==> src/design/ret_pkg.sv <==
// Package for the row edge tracker: field widths, defaults and beat types.
// No dependencies; used by every module in the design folder.
package ret_pkg;

  localparam int COL_W            = 8;
  localparam int ROW_W            = 7;
  localparam int DEF_IMAGE_WIDTH  = 160;
  localparam int DEF_IMAGE_HEIGHT = 120;
  localparam logic [COL_W-1:0] MARGIN_RESET = 8'd20;

  // One input beat: a single binary pixel and its frame start flag
  typedef struct packed {
    logic pixel;
    logic frame_start;
  } in_beat_t;

  // One result beat per image row
  typedef struct packed {
    logic [ROW_W-1:0] row_index;
    logic [COL_W-1:0] left_edge;
    logic [COL_W-1:0] right_edge;
    logic [COL_W-1:0] road_width;
    logic             frame_last;
  } out_beat_t;

  // Running edge search state within one row
  typedef struct packed {
    logic [COL_W-1:0] running_left;
    logic [COL_W-1:0] running_right;
    logic             right_found;
  } scan_t;

endpackage

==> src/design/row_edge_tracker_core.sv <==
// Row edge tracker top level: pixel stream in, one edge result per row out.
// Depends on ret_pkg and ret_edge_step.
//
// Usage:
//   Input channel (in_valid / in_stall / in_data) carries one binary pixel per
//   beat, rows from the nearest row up to row 0, each row left to right.
//   in_data.frame_start restarts counting at column 0 of the nearest row.
//   Result channel (out_valid / out_stall / out_data) gives one beat per row,
//   registered on the edge that accepts the row's last pixel, so it is valid in
//   the cycle after that pixel is taken. Pixels that end no row give no result.
//   Throughput is one pixel per cycle while in_stall is low: the whole update is
//   one short pass from the accepted beat into the state and result registers.
//   cfg_wr_en / cfg_wr_data write the search margin (reset 20); write it only
//   while no row is in flight.
//   Reset (synchronous, rst_n low) sets column 0 of the nearest row, previous
//   edges to 0 and the last column, and empties the result register.
//   When the receiver stalls a held result, in_stall rises in the same cycle
//   so no pixel that could finish a row is taken; a free or draining result
//   register lets a new pixel in on every cycle.
module row_edge_tracker_core #(
  parameter int IMAGE_WIDTH  = ret_pkg::DEF_IMAGE_WIDTH,
  parameter int IMAGE_HEIGHT = ret_pkg::DEF_IMAGE_HEIGHT
) (
  input  logic                        clk,
  input  logic                        rst_n,
  input  logic                        in_valid,
  output logic                        in_stall,
  input  ret_pkg::in_beat_t           in_data,
  output logic                        out_valid,
  input  logic                        out_stall,
  output ret_pkg::out_beat_t          out_data,
  input  logic                        cfg_wr_en,
  input  logic [ret_pkg::COL_W-1:0]   cfg_wr_data
);
  import ret_pkg::*;

  localparam logic [COL_W-1:0] LAST_COL  = COL_W'(IMAGE_WIDTH - 1);
  localparam logic [COL_W-1:0] WIDTH_VAL = COL_W'(IMAGE_WIDTH);
  localparam logic [ROW_W-1:0] NEAR_ROW  = ROW_W'(IMAGE_HEIGHT - 1);

  logic [COL_W-1:0] margin_r;
  logic [COL_W-1:0] column_count_r, column_count_nxt;
  logic [ROW_W-1:0] row_count_r, row_count_nxt;
  logic [COL_W-1:0] previous_left_r, previous_left_nxt;
  logic [COL_W-1:0] previous_right_r, previous_right_nxt;
  scan_t            scan_r, scan_nxt, scan_cur, scan_upd;
  logic             out_valid_r, out_valid_nxt;
  out_beat_t        out_data_r, out_data_nxt;

  logic             accept;
  logic [COL_W-1:0] col;
  logic [ROW_W-1:0] row;
  logic             row_end;
  logic [COL_W-1:0] left, right;

  // Hold the input only while a result is stuck at the output
  assign in_stall = out_valid_r & out_stall;
  assign accept   = in_valid & ~in_stall;

  // Position of this beat, frame start forces the nearest row
  assign col = in_data.frame_start ? '0 : column_count_r;
  assign row = in_data.frame_start ? NEAR_ROW : row_count_r;

  // Fresh search state at the start of each row
  always_comb begin
    scan_cur = scan_r;
    if (col == '0) begin
      scan_cur.running_left  = '0;
      scan_cur.running_right = LAST_COL;
      scan_cur.right_found   = 1'b0;
    end
  end

  ret_edge_step #(
    .IMAGE_WIDTH (IMAGE_WIDTH)
  ) u_edge_step (
    .scan_in    (scan_cur),
    .col        (col),
    .pixel      (in_data.pixel),
    .active     (row != NEAR_ROW),
    .prev_left  (previous_left_r),
    .prev_right (previous_right_r),
    .margin     (margin_r),
    .scan_out   (scan_upd)
  );

  // Row result on the last column
  assign row_end = (col >= LAST_COL);
  assign left    = (row == NEAR_ROW) ? '0 : scan_upd.running_left;
  assign right   = (row == NEAR_ROW) ? LAST_COL : scan_upd.running_right;

  always_comb begin
    column_count_nxt   = column_count_r;
    row_count_nxt      = row_count_r;
    previous_left_nxt  = previous_left_r;
    previous_right_nxt = previous_right_r;
    scan_nxt           = scan_r;
    out_valid_nxt      = out_valid_r & out_stall;
    out_data_nxt       = out_data_r;
    if (accept) begin
      scan_nxt = scan_upd;
      if (!row_end) begin
        column_count_nxt = col + COL_W'(1);
        row_count_nxt    = row;
      end else begin
        column_count_nxt        = '0;
        row_count_nxt           = (row == '0) ? NEAR_ROW : row - ROW_W'(1);
        previous_left_nxt       = left;
        previous_right_nxt      = right;
        out_valid_nxt           = 1'b1;
        out_data_nxt.row_index  = row;
        out_data_nxt.left_edge  = left;
        out_data_nxt.right_edge = right;
        out_data_nxt.road_width = (right > left) ? (right - left) : WIDTH_VAL;
        out_data_nxt.frame_last = (row == '0);
      end
    end
  end

  // State and result registers
  always_ff @(posedge clk) begin
    if (!rst_n) begin
      margin_r              <= MARGIN_RESET;
      column_count_r        <= '0;
      row_count_r           <= NEAR_ROW;
      previous_left_r       <= '0;
      previous_right_r      <= LAST_COL;
      scan_r.running_left   <= '0;
      scan_r.running_right  <= LAST_COL;
      scan_r.right_found    <= 1'b0;
      out_valid_r           <= 1'b0;
    end else begin
      if (cfg_wr_en) begin
        margin_r <= cfg_wr_data;
      end
      column_count_r   <= column_count_nxt;
      row_count_r      <= row_count_nxt;
      previous_left_r  <= previous_left_nxt;
      previous_right_r <= previous_right_nxt;
      scan_r           <= scan_nxt;
      out_valid_r      <= out_valid_nxt;
    end
  end

  // Result payload, no reset needed
  always_ff @(posedge clk) begin
    out_data_r <= out_data_nxt;
  end

  assign out_valid = out_valid_r;
  assign out_data  = out_data_r;

endmodule

==> src/design/ret_edge_step.sv <==
// Edge search update for one pixel: windows from the previous row's edges.
// Depends on ret_pkg.
module ret_edge_step #(
  parameter int IMAGE_WIDTH = ret_pkg::DEF_IMAGE_WIDTH
) (
  input  ret_pkg::scan_t                 scan_in,
  input  logic [ret_pkg::COL_W-1:0]      col,
  input  logic                           pixel,
  input  logic                           active,
  input  logic [ret_pkg::COL_W-1:0]      prev_left,
  input  logic [ret_pkg::COL_W-1:0]      prev_right,
  input  logic [ret_pkg::COL_W-1:0]      margin,
  output ret_pkg::scan_t                 scan_out
);
  import ret_pkg::*;

  localparam logic [COL_W-1:0] LAST_COL = COL_W'(IMAGE_WIDTH - 1);

  logic [COL_W:0]   left_sum;
  logic [COL_W-1:0] left_start;
  logic [COL_W-1:0] right_start;

  // Search window bounds, saturating instead of wrapping
  assign left_sum    = {1'b0, prev_left} + {1'b0, margin};
  assign left_start  = (left_sum > {1'b0, LAST_COL}) ? LAST_COL : left_sum[COL_W-1:0];
  assign right_start = (prev_right >= margin) ? (prev_right - margin) : '0;

  // Highest black column in the left window, first black column in the right one
  always_comb begin
    scan_out = scan_in;
    if (active && !pixel) begin
      if (col != '0 && col <= left_start) begin
        scan_out.running_left = col;
      end
      if (!scan_in.right_found && col >= right_start) begin
        scan_out.running_right = col;
        scan_out.right_found   = 1'b1;
      end
    end
  end

endmodule

==> config.mk <==
export PLATFORM = sky130hd
export DESIGN_NAME = row_edge_tracker_core
export DESIGN_NICKNAME = d
export VERILOG_FILES = /design/src/design/ret_pkg.sv /design/src/design/row_edge_tracker_core.sv /design/src/design/ret_edge_step.sv
export SDC_FILE = /design/constraint.sdc
export NUM_CORES = 1
export LEC_CHECK = 0
export BUFFER_PORTS_ARGS = -buffer_cell sky130_fd_sc_hd__buf_2
export CAP_MARGIN = 25
export CORE_MARGIN = 1
export CORE_UTILIZATION = 54
export CTS_CLUSTER_DIAMETER = 120
export DETAILED_ROUTE_END_ITERATION = 10
export PLACE_DENSITY = 0.86
export REMOVE_ABC_BUFFERS = 1
export SLEW_MARGIN = 25
export SYNTH_ARGS = -nofsm -noshare
export SYNTH_HDL_FRONTEND = slang
export SYNTH_SLANG_ARGS = --single-unit
==> constraint.sdc <==
create_clock -name clk -period 5.25 [get_ports clk]
set_input_delay 0 -clock clk [delete_from_list [all_inputs] [get_ports clk]]
set_output_delay 0 -clock clk [all_outputs]
set_load 0.01 [all_outputs]
==> results.md, run 1 <==
- Status: finished, violations left
- Failing checks: negative setup slack
- Final ANT Viol Nets: 0
- Clock-pin slew on the worst setup and hold paths: 90 ps
- Layout Nets: 758
- Worst min-delay path category: input port to flop
- Tot GR Track Use: between 30 and 40%
- H-tree levels: 3
- Static Leakage: approximately 2.8 nW
- Peak Freq: between 0.15 and 0.2 GHz
- Crit path arrival time: between 6000 and 7000 ps
- Final instance area: around 6700 µm²
- Post-synthesis instance area: between 5000 and 6000 µm²
- Initial DRC count: about 770
- Num Clock Sinks: 89
- Worst Path Required: 5370 ps
- Met3 WL: roughly 2.3 mm
- CP Class: flop to flop
- Core ar.: roughly 9400 µm²
- Post-DP HPWL: ~11 mm
- Vias in the first global route: between 5000 and 6000
- Post-route insts no fill: just over 800
- Cells after DPL: about 800
- Slowest stage delay, CP: between 600 and 700 ps
- Total grt overflow: 0
- Pin count of the biggest net entering global routing: 54
- Metal-1 WL: between 6 and 7 mm
- Ys flop type: dfxtp_1
- Vias per inst: 6.74
- Worst Path Max Fanout: 8
- I/O Buffers: 48
- Ant. Diodes: 0
- First-pass GRT wire length: roughly 28 mm
- Startpoint types: flop
- CP endpoint kind: flop
- Final hold slack: 24.5 ps
- Max Slew Vio Count: 0
- Fin crit share: 122%
- Detailed-routed wire length on met2: about 8.1 mm
- Util after Layout: between 70 and 80%
- Worst Path Buf+Inv: 4
- Synth cell types: 76
- Horiz. Die Dim: approximately 100 µm
- Router iterations before antenna repair: 8
- Clock Skews: between 10 and 15 ps
- DP Worst Slack: -533 ps
- Maxcap violations: 0
- Std-Cell Rows: 35
- Clk_lat worst skew: between 300 and 400 ps
- CTS tree: yes
- Pwr Total: about 1.4 mW
- TNS Setup: -9100 ps
- Worst vdd ir: between 100 and 150 µV
- Die ar.: roughly 10000 µm²
- Antenna violations before repair: 0
- Post-synthesis sequential area ratio: approximately 39%
- Post-synthesis cell count: roughly 570
- Power density over the cells: between 200 and 250 nW/µm²
- Gpl congestion: 0.930
- Syn. warnings: 0
- Post-synthesis register bit count: 89
- Synth-to-Final Area Change: 25.8%
- Final worst slack: -1170 ps
- Per-cell routed wire length: roughly 22 µm
- Inserted Clock Buffers: 9
- Post-synth ARST share: 0%
- Root Driver: clkbuf_8
- Clock buffer depth: 2
- Area post-placement: 6150 µm²
- Worst Max-Slew Pin Slew: about 1000 ps
- DR vias: between 5000 and 6000
- DIE HEIGHT: 102 µm
- Area of the multi-input gates: ~3200 µm²
- Critical path's most frequent cell: buf_4
- Fill cell total of the finished layout: about 600
- Top-Level Pins: between 40 and 50
- Highest metal used: met4
- Unrepaired setup endpoints after global routing: true
- DRT Wirelength: 18.6 mm
- Tmin final: approximately 6400 ps
- Initial Util: between 50% and 60%
- Finish-stage setup viols: 8
- FF/Latch Area: between 2000 and 2500 µm²
- Slew headroom: 33.5%
- DRC: 0
- CP delay by family, top: compound AO/OA/AOI/OAI gates
- Mean Syn Cell Area: just over 9 µm²
- Post-synth EDFFs: 32
- Worst path slowest cell: o21ai_0
- Hold Fails Final Rpt: 0
- Share of cells above drive strength 1: between 20 and 30%
==> final cells by class <==
type	instances	area share, %
Clock inverter	7	1.15
Inverter	33	1.84
Tap cell	129	2.40
Clock buffer	9	1.84
Timing Repair Buffer	131	13.2
Multi-Input combinational cell	432	48.1
Sequential cell	89	31.5
==> routing by layer <==
layer,track usage (%),up-vias
met5,0,-
met4,23.4,0
met3,9.59,211
met2,57.1,503
met1,41.5,2570
li1,-,2313
==> placed cells by master, fill, tap and decap left out, types with 10 or more instances in the layout <==
master    Yosys  routed
mux2i_1      18      17
nor2_1       44      41
a21oi_1      17      16
nor3_1       15      15
edfxtp_1     32      32
ha_1         44      37
nand2_1      68      68
xnor2_1      12      12
dfxtp_1      57      49
nand2b_1     10      10
nor2b_1      16      15
buf_4         3      73
a21o_1       10      10
o21ai_0      26      24
inv_1        32      31
buf_2         1      48
nand3_1      11      11
==> kinds of logic (layout without fill, tap and decap cells) <==
| family | Yosys count | count (layout) | share of synthesized area (%) |
|---|---|---|---|
| XOR/XNOR | 17 | 17 | 2.78 |
| buffers and inverters | 51 | 180 | 3.84 |
| AND/OR/NAND/NOR | 216 | 216 | 21.0 |
| multiplexers | 20 | 20 | 3.79 |
| flip-flops | 89 | 89 | 39.3 |
| adder cells (fa/ha/maj) | 47 | 47 | 11.4 |
| AO/OA/AOI/OAI | 132 | 132 | 17.8 |
==> sequential cells by signal (all words and copies together) (netlist names) <==
signal            flops
column_count_r        8
margin_r              8
out_data             32
out_valid             1
previous_left_r       8
previous_right_r      8
row_count_r           7
scan_r               17
==> worst paths after layout <==
| path | start | to | slack [ps] | cells after the start |
|---|---|---|---|---|
| max | margin_r[3] | out_data[7] | -1170 | 25 |
| min | cfg_wr_en | margin_r[2] | 20 | 3 |
| max reg2reg | margin_r[3] | out_data[7] | -1170 | 25 |
| min reg2reg | scan_r[6] | scan_r[6] | 470 | 2 |
==> report_power, final <==
| group | leakage (nW) | switching, mW | internal [mW] |
|---|---|---|---|
| Sequential | 0.745 | 0.00662 | 0.713 |
| Clock | 0.0954 | 0.275 | 0.224 |
| Combinational | 1.93 | 0.100 | 0.0739 |
==> Yosys cell counts, drive strengths merged (4+ instances only) <==
library cell	number	area share, %
clkbuf	13	0.94
a21oi	18	1.9
or2	10	1.2
o21a	5	0.70
nor3	15	1.4
xnor2	12	2.0
nor2	44	3.1
o22ai	9	1.1
o211ai	6	0.84
nand2	68	4.8
dfxtp	57	21
a31oi	6	0.70
nand4	9	1.2
nand2b	10	1.2
inv	32	2.2
o311ai	5	1.1
nand3	12	1.2
ha	44	10
buf	5	0.58
nor2b	16	1.9
o21ai	29	2.8
mux2i	18	3.4
o22a	7	1.1
o2bb2ai	8	1.3
and2	10	1.2
edfxtp	32	18
o31ai	4	0.66
a211oi	8	1.2
a21o	10	1.4
xor2	5	0.82
==> tightest hold or removal path: stages <==
cell and delay [ps]:
buf_2 190, nand2_1 90, o211ai_1 70
==> repair_timing <==
| item | CTS | global route |
|---|---|---|
| setup endpoints to repair | 8 | 8 |
| hold buffers | 9 | 0 |
| setup buffers | 9 | 2 |
| resized for setup | 45 | 4 |
| hold endpoints to repair | 9 | 0 |
| pin swaps | 28 | 16 |
Power figures use the tool's default switching activity.
==> run 2: changes to the inputs <==
--- a/config.mk
+++ b/config.mk
@@ -8,10 +8,10 @@
 export BUFFER_PORTS_ARGS = -buffer_cell sky130_fd_sc_hd__buf_2
 export CAP_MARGIN = 25
 export CORE_MARGIN = 1
-export CORE_UTILIZATION = 54
+export CORE_UTILIZATION = 60
 export CTS_CLUSTER_DIAMETER = 120
 export DETAILED_ROUTE_END_ITERATION = 10
-export PLACE_DENSITY = 0.86
+export PLACE_DENSITY = 0.9
 export REMOVE_ABC_BUFFERS = 1
 export SLEW_MARGIN = 25
 export SYNTH_ARGS = -nofsm -noshare
==> constraint.sdc (replaced) <==
create_clock -name clk -period 7.1 [get_ports clk]
set_input_delay 0 -clock clk [delete_from_list [all_inputs] [get_ports clk]]
set_output_delay 0 -clock clk [all_outputs]
set_load 0.01 [all_outputs]
==> run 2 against run 1 <==
Net effect: the flow now finishes without violations; sequential share of layout area rose by 3.5 points; final cell count shrank 11%; clock power is 8.2% lower; critical endpoint unchanged.
==> results.md, run 2 (synthesized netlist as in run 1, its figures left out) <==
- Worst min-delay path category: input port to flop
- Horiz. Die Dim: 96.4 µm (-5.0%)
- Slowest stage delay, CP: 480 ps (-180 ps)
- Internal power: 0.837 mW (-17%)
- Die ar.: 9290 µm² (-9.8%)
- Worst Max-Slew Pin Slew: 959 ps (-38.5 ps)
- Root Driver: clkbuf_8
- Post-DP HPWL: 9.82 mm (-7.0%)
- Met2 Use GR: 51.8% (-5.3 points)
- Hold Fails Final Rpt: 0 (unchanged)
- Worst vdd ir: 111 µV (-16%)
- Area post-placement: 5670 µm² (-7.8%)
- Sw frac: 23.1% (-4.3 points)
- Vias per inst: 6.51 (-3.5%)
- Initial DRC count: 467 (-39%)
- Per-cell routed wire length: 19.4 µm (-14%)
- Clock buffer depth: 2 (unchanged)
- Post-CTS Setup Bufs: 0 (-9)
- R2r endpoint: out_data[7]
- Finish-stage setup viols: 0 (-8)
- Flop pwr share: 48.8% (-2.8 points)
- Combinational power share: 9.0% (-3.5 points)
- Num Clock Sinks: 89 (unchanged)
- Power density over the cells: 181 nW/µm² (-13%)
- Inserted Clock Buffers: 9 (unchanged)
- HP Start: out_stall
- Worst Path Required: 7180 ps (+1810 ps)
- Gpl congestion: 0.906 (-2.6%)
- Top-Level Pins: 49 (unchanged)
- Vias in the first global route: 4478 (-17%)
- WHS Path Cells: 3 (unchanged)
- CTS tree: yes
- Final worst slack: 735 ps (+1910 ps)
- Core ar.: 8680 µm² (-7.8%)
- TNS Setup: 0 ps (+9100 ps)
- Layout Nets: 687 (-9.4%)
- DRT Wirelength: 14.3 mm (-23%)
- Most frequent cells in the layout: nand2_1, dfxtp_1, buf_2
- Antenna violations before repair: 0 (unchanged)
- Worst Path Max Fanout: 11 (+3)
- Final instance area: 6020 µm² (-11%)
- Flop2flop setup slack: 740 ps (+1910 ps)
- Clk pwr share: 42.2% (+6.3 points)
- GR Layer Usage met1: 40.0% (-1.5 points)
- Tmin final: 6360 ps (-55.0 ps)
- Synth-to-Final Area Change: 12.6%
- Router iterations before antenna repair: 7 (-1)
- Unrepaired setup endpoints after global routing: false
- Crit path cell chain: ha_1, fa_1, a211oi_1, o21a_1, or2_2, and4bb_2, nor4_4, a211oi_1, ha_1, nand4_1, o21a_1, a2111oi_2, buf_4, mux2i_1, nor2_1, ha_1, inv_1, fa_1, a21o_1, a21oi_1, nor2_1, o311a_1, o31ai_2, a211oi_1
- CP endpoint kind: flop
- Std-Cell Rows: 34 (-2.9%)
- Startpoint types: flop
- Clock Skews: 14.0 ps (+0.587 ps)
- Hold Buf Count CTS: 8 (-1)
- DIE HEIGHT: 96.4 µm (-5.0%)
- First-pass GRT wire length: 22.6 mm (-18%)
- Critical R2R Launch: margin_r[0]
- Maxcap violations: 0 (unchanged)
- Fill cell total of the finished layout: 564 (-5.2%)
- Met3 Usage GRT: 6.89% (-2.7 points)
- Worst R2R Path Depth: 24 (-4.0%)
- Fin crit share: 89.6% (-33 points)
- Initial Util: 61.6% (+4.8 points)
- Util after Layout: 69.3% (-2.1 points)
- DP Worst Slack: 834 ps (+1370 ps)
- Peak Freq: 0.157 GHz (+0.86%)
- Cts repair resizes: 0 (-100%)
- Share of cells above drive strength 1: 15.1% (-14 points)
- CP Class: flop to flop
- Static Leakage: 2.43 nW (-12%)
- DR vias: 4810 (-14%)
- Final ANT Viol Nets: 0 (unchanged)
- Total grt overflow: 0 (unchanged)
- Worst path slowest cell: o31ai_2
- DRC: 0 (unchanged)
- Largest register FFs: 32 (unchanged)
- Commonest non-fill, non-tap cell in the layout: nand2_1
- Layer with the highest usage: met2
- Pin count of the biggest net entering global routing: 54 (unchanged)
- Tot GR Track Use: 32.1% (-3.3 points)
- Clk_lat worst skew: 360 ps (-20 ps)
- Max Slew Vio Count: 0 (unchanged)
- Crit path arrival time: 6450 ps (-90 ps)
- I/O Buffers: 48 (unchanged)
- Status: completed
- H-tree levels: 3 (unchanged)
- Slew headroom: 36.1% (+2.6 points)
- NetSw: 0.252 mW (-34%)
- Clock-pin slew on the worst setup and hold paths: 90 ps (about the same)
- Hold EP: out_valid
## run 2: cell types whose count changed in the layout (fill, tap and decap cells not counted), moves of 5 or more
cell | before | now
buf_4 | 73 | 4
ha_4 | 6 | 0
dfxtp_2 | 6 | 0
ha_1 | 37 | 44
a211oi_2 | 6 | 1
dfxtp_1 | 49 | 57
a211oi_1 | 1 | 7
## run 2: worst max-delay path by stage
stage	start	end	slack, ps	cells past startpoint
floorplan	margin_r[0]	out_data[7]	870	23
detailed placement	margin_r[0]	out_data[7]	830	24
global route	margin_r[0]	out_data[7]	310	24
CTS	margin_r[0]	out_data[7]	800	24
global placement	margin_r[0]	out_data[7]	1150	22
finish	margin_r[0]	out_data[7]	740	24
## run 2: metal layers
metal  up-vias  wire length, µm
li1       2182                -
met1      2210             5640
met2       327             6620
met3        91             1230
met4         0              830
met5         -                0
## run 2: power groups by stage
stage	Sequential [mW]	Clock (mW)	Combinational, mW
2_1_floorplan	0.541	0	0.0643
3_3_place_gp	0.543	0	0.0855
3_5_place_dp	0.543	0	0.0905
4_1_cts	0.531	0.454	0.0949
5_1_grt	0.531	0.477	0.108
6_report	0.531	0.459	0.0984
## run 2: critical path: cells and delay by family (launching register included)
family                     cells  cell delay [ps]
and+or+nand+nor                6             1220
buffers and inverters          2              320
DFF                            1              340
muxes                          1              170
adders and majority gates      5             1640
AOI/OAI and AO/OA             10             2420
## run 2: layout make-up
cell class                 count  area, µm²  area share (%)
inverter                      33        124            2.06
antenna                        1       2.50          0.0416
multi-input combinational    432       3040            50.5
sequential                    89       2100            34.9
tap                          108        135            2.25
clock buffer                   9        124            2.06
timing repair buffer          60        350            5.82
clock inverter                 7        141            2.35
## run 2: per-stage QoR
step | hold WS, ps | total power [mW] | cells
final | 16.5 | 1.09 | 739
after global routing | 36.0 | 1.12 | 738
after CTS | 5.62 | 1.08 | 738
after detailed placement | 229 | 0.633 | 714
after global placement | 215 | 0.628 | 714
after floorplan | 61.9 | 0.605 | 554
